[src/design/odp_pkg.sv]
// Package for the ordered dither pixel block: field widths, payload structs,
// configuration register codes and reset values.
// Has no dependencies; every other design file imports it.
package odp_pkg;

    // Parameter defaults.
    localparam int TABLE_SIDE_MAX_DEF = 8;
    localparam int MAX_WIDTH_DEF      = 4096;

    // Fixed field widths.
    localparam int CHAN_W   = 16;
    localparam int ENTRY_W  = 3;
    localparam int LEVEL_W  = 16;
    localparam int IWIDTH_W = 13;
    localparam int SIDE_W   = 4;
    localparam int SHIFT_W  = 4;
    localparam int CFG_IDX_W  = 2;
    localparam int CFG_DATA_W = 16;

    // Configuration reset values.
    localparam logic [IWIDTH_W-1:0] IMAGE_WIDTH_RST = 13'd1;
    localparam logic [SIDE_W-1:0]   TABLE_SIDE_RST  = 4'd4;
    localparam logic [SHIFT_W-1:0]  SHIFT_RST       = 4'd0;
    localparam logic [LEVEL_W-1:0]  MAX_LEVEL_RST   = 16'd255;

    typedef enum logic [CFG_IDX_W-1:0] {
        CFG_IMAGE_WIDTH  = 2'd0,
        CFG_TABLE_SIDE   = 2'd1,
        CFG_SHIFT_AMOUNT = 2'd2,
        CFG_MAX_LEVEL    = 2'd3
    } t_cfg_idx;

    typedef enum logic {
        MODE_PIXEL = 1'b0,
        MODE_TABLE = 1'b1
    } t_mode;

    typedef struct packed {
        logic                mode;
        logic [CHAN_W-1:0]   red;
        logic [CHAN_W-1:0]   green;
        logic [CHAN_W-1:0]   blue;
        logic                frame_start;
        logic [ENTRY_W-1:0]  entry_row;
        logic [ENTRY_W-1:0]  entry_col;
        logic [CHAN_W-1:0]   entry_value;
    } t_pix_in;

    typedef struct packed {
        logic [LEVEL_W-1:0] out_level;
        logic               is_on;
    } t_pix_out;

endpackage

[src/design/odp_in_if.sv]
// Input channel of the ordered dither pixel block: valid, ready and payload.
// Depends on odp_pkg for the payload struct.
interface odp_in_if import odp_pkg::*; ();
    logic    valid;
    logic    ready;
    t_pix_in data;

    modport source(output valid, output data, input ready);
    modport sink(input valid, input data, output ready);
endinterface

[src/design/odp_out_if.sv]
// Output channel of the ordered dither pixel block: valid, ready and payload.
// Depends on odp_pkg for the payload struct.
interface odp_out_if import odp_pkg::*; ();
    logic     valid;
    logic     ready;
    t_pix_out data;

    modport source(output valid, output data, input ready);
    modport sink(input valid, input data, output ready);
endinterface

[src/design/ordered_dither_pixel.sv]
// Top level of the ordered dither pixel block.
// Depends on odp_pkg, odp_in_if and odp_out_if.
//
// Usage:
// Items arrive on i_pix. A mode 0 item is an RGB pixel in raster order and
// yields one result on o_dith; a mode 1 item writes one threshold table entry
// and yields nothing. frame_start on a pixel restarts the row and column
// positions before that pixel is used. Every table entry must be written
// before a pixel reads it. The configuration port writes one register per
// cycle while i_cfg_we is high; the user must use it only while no
// transaction is in flight, and the block itself does not enforce this.
// Order: the grey value and table entry of a pixel are registered at the
// edge that accepts it, and its result is registered in the output stage
// once that stage can advance, and then shows on o_dith. Throughput is one
// item per cycle while o_dith is not stalled; the threshold table is a
// single-port-write, single-read memory and each stage holds one item.
// When the receiver stalls, the output register holds its result, the table
// read stage fills behind it, and then i_pix.ready drops until o_dith moves.
// Reset is synchronous: it empties both stages, restarts the positions and
// loads the register reset values. The table contents are not cleared.
module ordered_dither_pixel import odp_pkg::*; #(
    parameter int TABLE_SIDE_MAX = TABLE_SIDE_MAX_DEF,
    parameter int MAX_WIDTH      = MAX_WIDTH_DEF
) (
    input  logic                  i_clk,
    input  logic                  i_rst_n,
    input  logic                  i_cfg_we,
    input  logic [CFG_IDX_W-1:0]  i_cfg_idx,
    input  logic [CFG_DATA_W-1:0] i_cfg_data,
    odp_in_if.sink                i_pix,
    odp_out_if.source             o_dith
);

    localparam int PW    = $clog2(TABLE_SIDE_MAX);
    localparam int DEPTH = TABLE_SIDE_MAX * TABLE_SIDE_MAX;
    localparam int AW    = $clog2(DEPTH);
    localparam int CW    = $clog2(MAX_WIDTH);
    localparam int WW    = $clog2(MAX_WIDTH + 1);

    // Configuration registers.
    logic [IWIDTH_W-1:0] r_image_width;
    logic [SIDE_W-1:0]   r_table_side;
    logic [SHIFT_W-1:0]  r_shift;
    logic [LEVEL_W-1:0]  r_max_level;

    // Position state.
    logic [CW-1:0] r_col_count, n_col_count;
    logic [PW-1:0] r_col_phase, n_col_phase;
    logic [PW-1:0] r_row_phase, n_row_phase;

    // Threshold memory and pipeline.
    logic [CHAN_W-1:0]  r_table [DEPTH];
    logic [CHAN_W-1:0]  r_thr;
    logic [CHAN_W-1:0]  r_grey;
    logic               r_s1_valid;
    logic               r_out_valid;
    t_pix_out           r_out;

    logic               out_adv;
    logic               in_ready;
    logic               in_acc;
    logic               pix_acc;
    logic               tab_acc;
    logic               tab_in_range;
    logic [AW-1:0]      wr_addr;
    logic [AW-1:0]      rd_addr;
    logic [CW-1:0]      base_cc;
    logic [PW-1:0]      base_cp;
    logic [PW-1:0]      base_rp;
    logic [WW-1:0]      eff_width;
    logic [31:0]        eff_side;
    logic [CHAN_W-1:0]  lo, hi;
    logic [CHAN_W:0]    sum;
    logic [CHAN_W-1:0]  grey;
    logic               on;

    assign out_adv  = !r_out_valid || o_dith.ready;
    assign in_ready = !r_s1_valid || out_adv;
    assign in_acc   = i_pix.valid && in_ready;
    assign pix_acc  = in_acc && (i_pix.data.mode == MODE_PIXEL);
    assign tab_acc  = in_acc && (i_pix.data.mode == MODE_TABLE);

    assign i_pix.ready  = in_ready;
    assign o_dith.valid = r_out_valid;
    assign o_dith.data  = r_out;

    // Configuration writes.
    always_ff @(posedge i_clk) begin
        if (!i_rst_n) begin
            r_image_width <= IMAGE_WIDTH_RST;
            r_table_side  <= TABLE_SIDE_RST;
            r_shift       <= SHIFT_RST;
            r_max_level   <= MAX_LEVEL_RST;
        end else if (i_cfg_we) begin
            case (i_cfg_idx)
                CFG_IMAGE_WIDTH:  r_image_width <= i_cfg_data[IWIDTH_W-1:0];
                CFG_TABLE_SIDE:   r_table_side  <= i_cfg_data[SIDE_W-1:0];
                CFG_SHIFT_AMOUNT: r_shift       <= i_cfg_data[SHIFT_W-1:0];
                CFG_MAX_LEVEL:    r_max_level   <= i_cfg_data[LEVEL_W-1:0];
                default: ;
            endcase
        end
    end

    // Clamped limits.
    always_comb begin
        if (r_image_width == '0) begin
            eff_width = WW'(1);
        end else if (32'(r_image_width) > 32'(MAX_WIDTH)) begin
            eff_width = WW'(MAX_WIDTH);
        end else begin
            eff_width = WW'(r_image_width);
        end
        if (r_table_side == '0) begin
            eff_side = 32'd1;
        end else if (32'(r_table_side) > 32'(TABLE_SIDE_MAX)) begin
            eff_side = 32'(TABLE_SIDE_MAX);
        end else begin
            eff_side = 32'(r_table_side);
        end
    end

    // Positions for the current pixel and after it.
    always_comb begin
        base_cc = i_pix.data.frame_start ? '0 : r_col_count;
        base_cp = i_pix.data.frame_start ? '0 : r_col_phase;
        base_rp = i_pix.data.frame_start ? '0 : r_row_phase;
        if (32'(base_cc) + 32'd1 >= 32'(eff_width)) begin
            n_col_count = '0;
            n_col_phase = '0;
            n_row_phase = (32'(base_rp) + 32'd1 >= eff_side) ? '0 : PW'(base_rp + 1'b1);
        end else begin
            n_col_count = CW'(base_cc + 1'b1);
            n_col_phase = (32'(base_cp) + 32'd1 >= eff_side) ? '0 : PW'(base_cp + 1'b1);
            n_row_phase = base_rp;
        end
    end

    always_ff @(posedge i_clk) begin
        if (!i_rst_n) begin
            r_col_count <= '0;
            r_col_phase <= '0;
            r_row_phase <= '0;
        end else if (pix_acc) begin
            r_col_count <= n_col_count;
            r_col_phase <= n_col_phase;
            r_row_phase <= n_row_phase;
        end
    end

    // Table addressing: row-major with a row pitch of the largest side.
    assign tab_in_range = (32'(i_pix.data.entry_row) < 32'(TABLE_SIDE_MAX)) &&
                          (32'(i_pix.data.entry_col) < 32'(TABLE_SIDE_MAX));
    assign wr_addr = AW'(32'(i_pix.data.entry_row) * 32'(TABLE_SIDE_MAX) +
                         32'(i_pix.data.entry_col));
    assign rd_addr = AW'(32'(base_rp) * 32'(TABLE_SIDE_MAX) + 32'(base_cp));

    always_ff @(posedge i_clk) begin
        if (tab_acc && tab_in_range) begin
            r_table[wr_addr] <= i_pix.data.entry_value;
        end
        if (pix_acc) begin
            r_thr <= r_table[rd_addr];
        end
    end

    // Grey value: midpoint of the smallest and largest channel, shifted right by r_shift.
    always_comb begin
        lo = i_pix.data.red;
        hi = i_pix.data.red;
        if (i_pix.data.green < lo) lo = i_pix.data.green;
        if (i_pix.data.green > hi) hi = i_pix.data.green;
        if (i_pix.data.blue < lo)  lo = i_pix.data.blue;
        if (i_pix.data.blue > hi)  hi = i_pix.data.blue;
        sum  = {1'b0, lo} + {1'b0, hi};
        grey = sum[CHAN_W:1] >> r_shift;
    end

    always_ff @(posedge i_clk) begin
        if (!i_rst_n) begin
            r_s1_valid <= 1'b0;
        end else if (in_ready) begin
            r_s1_valid <= pix_acc;
        end
    end

    always_ff @(posedge i_clk) begin
        if (pix_acc) begin
            r_grey <= grey;
        end
    end

    // Output stage.
    assign on = (r_grey >= r_thr);

    always_ff @(posedge i_clk) begin
        if (!i_rst_n) begin
            r_out_valid <= 1'b0;
        end else if (out_adv) begin
            r_out_valid <= r_s1_valid;
        end
    end

    always_ff @(posedge i_clk) begin
        if (out_adv && r_s1_valid) begin
            r_out.out_level <= on ? r_max_level : '0;
            r_out.is_on     <= on;
        end
    end

endmodule

[src/flat_wrapper.sv]
// flat-port wrapper written by rule: the top's interface ports become plain ports
module ordered_dither_pixel_flat import odp_pkg::*;
#(
    parameter int TABLE_SIDE_MAX = TABLE_SIDE_MAX_DEF,
    parameter int MAX_WIDTH      = MAX_WIDTH_DEF
)
  (i_clk, i_rst_n, i_cfg_we, i_cfg_idx, i_cfg_data, i_pix_valid, i_pix_data, i_pix_ready, o_dith_valid, o_dith_data, o_dith_ready);
  odp_in_if i_pix_i ();
  odp_out_if o_dith_i ();
  input  logic i_clk;
  input  logic i_rst_n;
  input  logic i_cfg_we;
  input  logic [CFG_IDX_W-1:0] i_cfg_idx;
  input  logic [CFG_DATA_W-1:0] i_cfg_data;
  input wire logic [$bits(i_pix_i.valid)-1:0] i_pix_valid;
  input wire logic [$bits(i_pix_i.data)-1:0] i_pix_data;
  output wire logic [$bits(i_pix_i.ready)-1:0] i_pix_ready;
  output wire logic [$bits(o_dith_i.valid)-1:0] o_dith_valid;
  output wire logic [$bits(o_dith_i.data)-1:0] o_dith_data;
  input wire logic [$bits(o_dith_i.ready)-1:0] o_dith_ready;
  assign i_pix_i.valid = i_pix_valid;
  assign i_pix_i.data = i_pix_data;
  assign i_pix_ready = i_pix_i.ready;
  assign o_dith_valid = o_dith_i.valid;
  assign o_dith_data = o_dith_i.data;
  assign o_dith_i.ready = o_dith_ready;
  ordered_dither_pixel #(.TABLE_SIDE_MAX(TABLE_SIDE_MAX), .MAX_WIDTH(MAX_WIDTH)) u_core (.i_clk(i_clk), .i_rst_n(i_rst_n), .i_cfg_we(i_cfg_we), .i_cfg_idx(i_cfg_idx), .i_cfg_data(i_cfg_data), .i_pix(i_pix_i), .o_dith(o_dith_i));
endmodule
[config.mk]
export PLATFORM = sky130hd
export DESIGN_NAME = ordered_dither_pixel_flat
export DESIGN_NICKNAME = d
export VERILOG_FILES = /design/src/design/odp_pkg.sv /design/src/design/odp_in_if.sv /design/src/design/odp_out_if.sv /design/src/design/ordered_dither_pixel.sv /design/src/flat_wrapper.sv
export SDC_FILE = /design/constraint.sdc
export NUM_CORES = 2
export LEC_CHECK = 0
export BUFFER_PORTS_ARGS = -buffer_cell sky130_fd_sc_hd__buf_2
export CAP_MARGIN = 20
export CELL_PAD_IN_SITES_DETAIL_PLACEMENT = 1
export CELL_PAD_IN_SITES_GLOBAL_PLACEMENT = 1
export CORE_MARGIN = 2
export CORE_UTILIZATION = 53
export CTS_CLUSTER_SIZE = 16
export DETAILED_ROUTE_END_ITERATION = 7
export PLACE_DENSITY = 0.78
export SLEW_MARGIN = 20
export SYNTH_ARGS = -nofsm -noshare
export SYNTH_HDL_FRONTEND = slang
export SYNTH_SLANG_ARGS = --single-unit
[constraint.sdc]
create_clock -name i_clk -period 11.3 [get_ports i_clk]
set_clock_uncertainty 0.15 [all_clocks]
set_input_delay 2.26 -clock i_clk [delete_from_list [all_inputs] [get_ports i_clk]]
set_output_delay 2.26 -clock i_clk [all_outputs]
set_load 0.005 [all_outputs]
==> metrics.yaml <==
route:
  wl_met2_mm: 71.52
  wl_mm: 141.4
  vias: 31120
  antenna_left: 0
  wl_per_cell_um: 30.21
  wl_met1_mm: 53.58
  first_iter_violations: 3325
  wl_met3_mm: 10.16
  route.detailed.vias_per_inst: 6.650
  drt-pass1-iter-count: 6
  drc: 0
  dr.max_layer_used: "met5"
placed_design:
  dp_cells: 4475
  post-place-ws_ns: 1.029
  io_buffers: 113
  placed_area_um2: 50720
  dpl.hpwl_mm: 82.34
  place.gp.congestion: 0.8586
clocking:
  clkTransAtPathRegs_ns: 0.07
  cts_buffers: 113
  ctsHoldBuffers: 0
  clockRootBuffer: "clkbuf_16"
  htreeDepth: 3
  cts.path.max_buffers: 3
  cts.sinks: 1130
  tritoncts: "built"
  clock_latency_ns: 0.73
  cts_setup_buffers: 0
  cts_resized: 0
global_routing:
  grt_pass1_vias: 33370
  grt_pass1_wl_mm: 211.2
  grt_max_degree: 121
  antenna_found_initial: 7
  grt_util_all_layers: 0.3004
  globalRouteOverflowTotal: 0
power_and_ir_drop:
  swShare: 0.2481
  irDropWorstVdd_mv: 0.1833
  power_density_nw_per_um2: 172.2
  p_total_mw: 9.344
  internal-power_mw: 7.026
  p_comb_frac: 0.115
  clkPwrFrac: 0.385
  seqPwrFrac: 0.499
  p_switching_mw: 2.318
  p_leak_nw: 17.86
sta:
  hold_viol_final: 0
  max_slew_margin: 0.2479
  min_period_ns: 9.599
  tns_ns: 0
  setup_ws_ns: 1.701
  clock.fmax_mhz: 104.2
  worstMarginPinSlew_ns: 1.127
  finalCritPeriodShare: 0.8494
  rsz0062_at_grt: "false"
  finalSetupViolCount: 0
  slew_viol_final: 0
setup_path:
  crit_arrival_ns: 9.90
  worstPathRequired_ns: 11.60
  rrSetupSlack_ns: 6.59
  reg2reg_depth: 8
  critPathKind: "primary input to flop"
  cp_common_cell: "a21oi_1"
  worstReg2RegEnd: "u_core.r_thr[4]"
  crit_path_max_incr_delay_ns: 0.72
  cp-startpoint: "i_pix_data[69]"
  crit_path_end_kind: "flop"
  r2r-start: "u_core.r_col_phase[2]"
  cp-endpoint: "u_core.r_grey[0]"
  critPathMaxFanout: 17
  cp-start-kind: "primary input"
  critPathSlowestCell: "a31oi_2"
yosys:
  netlist_area_um2: 48690
  async_flop_share: 0
  synth_warnings: 0
  synth_area_per_cell_um2: 14.71
  syn-instance-count: 3311
  syn-num-nets: 3509
  synth-edff-count: 1073
  synth-seq-cells: 1130
  synth_cell_types: 76
  ys_seq_area_frac: 0.6852
  synthFlopType: "edfxtp_1"
cells_and_area:
  layout-drive-gt1-share: 0.1544
  layout_commonest_cell: "edfxtp_1"
  nFillCells: 8485
  area_growth_pct: 11.47
  post-route-cell-area_um2: 54270
  nets: 3602
  instances_no_fill: 4680
  seqCellArea_um2: 33370
  multiInputGateArea_um2: 14430
  layout_common_cells: "1,073 x edfxtp_1, 380 x a21oi_1, 278 x o21ai_0"
flow_run:
  drv_cap: 0
hold_path:
  min_path_type: "flop to flop"
floorplan:
  start_util: 0.5328
  die_h_um: 307.1
  die_area_um2: 94310
  die_w_um: 307.1
  rows: 111
  pin_count: 114
  core_area_um2: 91390
run_status:
  status: "finished clean"
-- Yosys cell counts (3+ instances only) --
| cell | count | share of area |
|---|---|---|
| nor4_1 | 5 | 0.00064 |
| o21ai_0 | 278 | 0.029 |
| buf_1 | 21 | 0.0016 |
| and3_1 | 5 | 0.00064 |
| a21oi_1 | 381 | 0.039 |
| a22oi_1 | 4 | 0.00062 |
| nand3_1 | 38 | 0.0039 |
| nand2_1 | 138 | 0.011 |
| o211ai_1 | 10 | 0.0015 |
| clkbuf_1 | 194 | 0.015 |
| nand4_1 | 11 | 0.0014 |
| mux2i_1 | 157 | 0.032 |
| xor2_1 | 9 | 0.0016 |
| o221ai_1 | 4 | 0.00072 |
| xnor2_1 | 10 | 0.0018 |
| o21ai_1 | 5 | 0.00051 |
| a32oi_1 | 5 | 0.00090 |
| a221oi_1 | 129 | 0.023 |
| buf_2 | 4 | 0.00041 |
| nand2b_1 | 15 | 0.0019 |
| or3_1 | 6 | 0.00077 |
| o21bai_1 | 6 | 0.00093 |
| ha_1 | 102 | 0.026 |
| and4_1 | 3 | 0.00054 |
| inv_1 | 56 | 0.0043 |
| o21a_1 | 5 | 0.00077 |
| a31oi_1 | 4 | 0.00051 |
| a21o_1 | 36 | 0.0056 |
| or2_2 | 3 | 0.00039 |
| nand3b_1 | 10 | 0.0015 |
| edfxtp_1 | 1073 | 0.66 |
| a21boi_0 | 48 | 0.0074 |
| a211oi_1 | 25 | 0.0039 |
| a211o_1 | 5 | 0.00090 |
| and2_1 | 3 | 0.00039 |
| nor2b_1 | 23 | 0.0030 |
| dfxtp_1 | 57 | 0.023 |
| nor2_1 | 203 | 0.016 |
| nor3_1 | 45 | 0.0046 |
| mux4_2 | 129 | 0.060 |
-- worst min path at each step --
stage                      startpoint                     end  slack (ns)  cells after the start
2_1_floorplan   u_core.r_max_level[0]   u_core.r_max_level[0]        0.28                      2
3_3_place_gp    u_core.r_max_level[0]   u_core.r_max_level[0]        0.30                      2
3_5_place_dp    u_core.r_max_level[0]   u_core.r_max_level[0]        0.30                      2
4_1_cts         u_core.r_col_count[6]   u_core.r_col_count[6]        0.33                      2
5_1_grt         u_core.r_max_level[5]   u_core.r_max_level[5]        0.35                      2
6_report       u_core.r_max_level[12]  u_core.r_max_level[12]        0.32                      2
-- layer usage --
| metal | up-vias | global-route usage |
|---|---|---|
| met4 | 4 | 0.1434 |
| met1 | 16010 | 0.3735 |
| li1 | 13250 | - |
| met3 | 340 | 0.04673 |
| met5 | - | 0 |
| met2 | 1517 | 0.5174 |
-- power by group through the flow --
stage / clock network [mW] / logic (mW) / registers, mW
after floorplan: 0 / 0.697 / 4.74
after global placement: 0 / 1.01 / 4.75
after detailed placement: 0 / 1.06 / 4.76
after CTS: 3.64 / 1.07 / 4.67
after global routing: 3.77 / 1.18 / 4.67
final: 3.60 / 1.08 / 4.67
-- state kept, by name, indices dropped and copies added (netlist names) --
name,count
u_core.r_table,1024
u_core.o_dith.data,17
u_core.r_grey,16
u_core.r_max_level,16
u_core.r_thr,16
u_core.r_image_width,13
u_core.r_col_count,12
u_core.r_shift,4
u_core.r_table_side,4
u_core.r_col_phase,3
u_core.r_row_phase,3
u_core.o_dith.valid,1
u_core.r_s1_valid,1
-- layout make-up --
class / count / share of cell area
Inverter: 57 / 0.003965
Timing Repair Buffer: 198 / 0.02377
Multi-Input combinational cell: 1904 / 0.2659
Antenna cell: 2 / 0.00009221
Clock inverter: 56 / 0.008530
Tap cell: 1186 / 0.02734
Clock buffer: 147 / 0.05558
Sequential cell: 1130 / 0.6148
-- worst max-delay path: cells and delay by family --
kind	cells	cell delay (ns)
XOR/XNOR	1	0.13
AO/OA/AOI/OAI	16	3.99
buffers and inverters	3	0.53
adder cells (fa/ha/maj)	3	1.02
AND/OR/NAND/NOR	8	1.93
-- per-stage QoR --
step	hold slack, ns	util
floorplan	0.2842	-
global placement	0.2956	0.5547
detailed placement	0.3030	0.5551
CTS	0.3271	0.5931
global route	0.3479	0.5939
finish	0.3175	0.5939
-- logic make-up (layout without fill, tap and decap cells) --
group	count (synthesis)	after routing	share of synthesized area
muxes	289	289	0.09287
other	0	2	0
AOI/OAI and AO/OA	976	976	0.1226
DFF	1130	1130	0.6852
xor gates and xnor gates	19	19	0.003418
adders and majority gates	103	103	0.02662
and+or+nand+nor	517	517	0.04764
buffers and inverters	277	458	0.02161
Power figures use the tool's default switching activity.
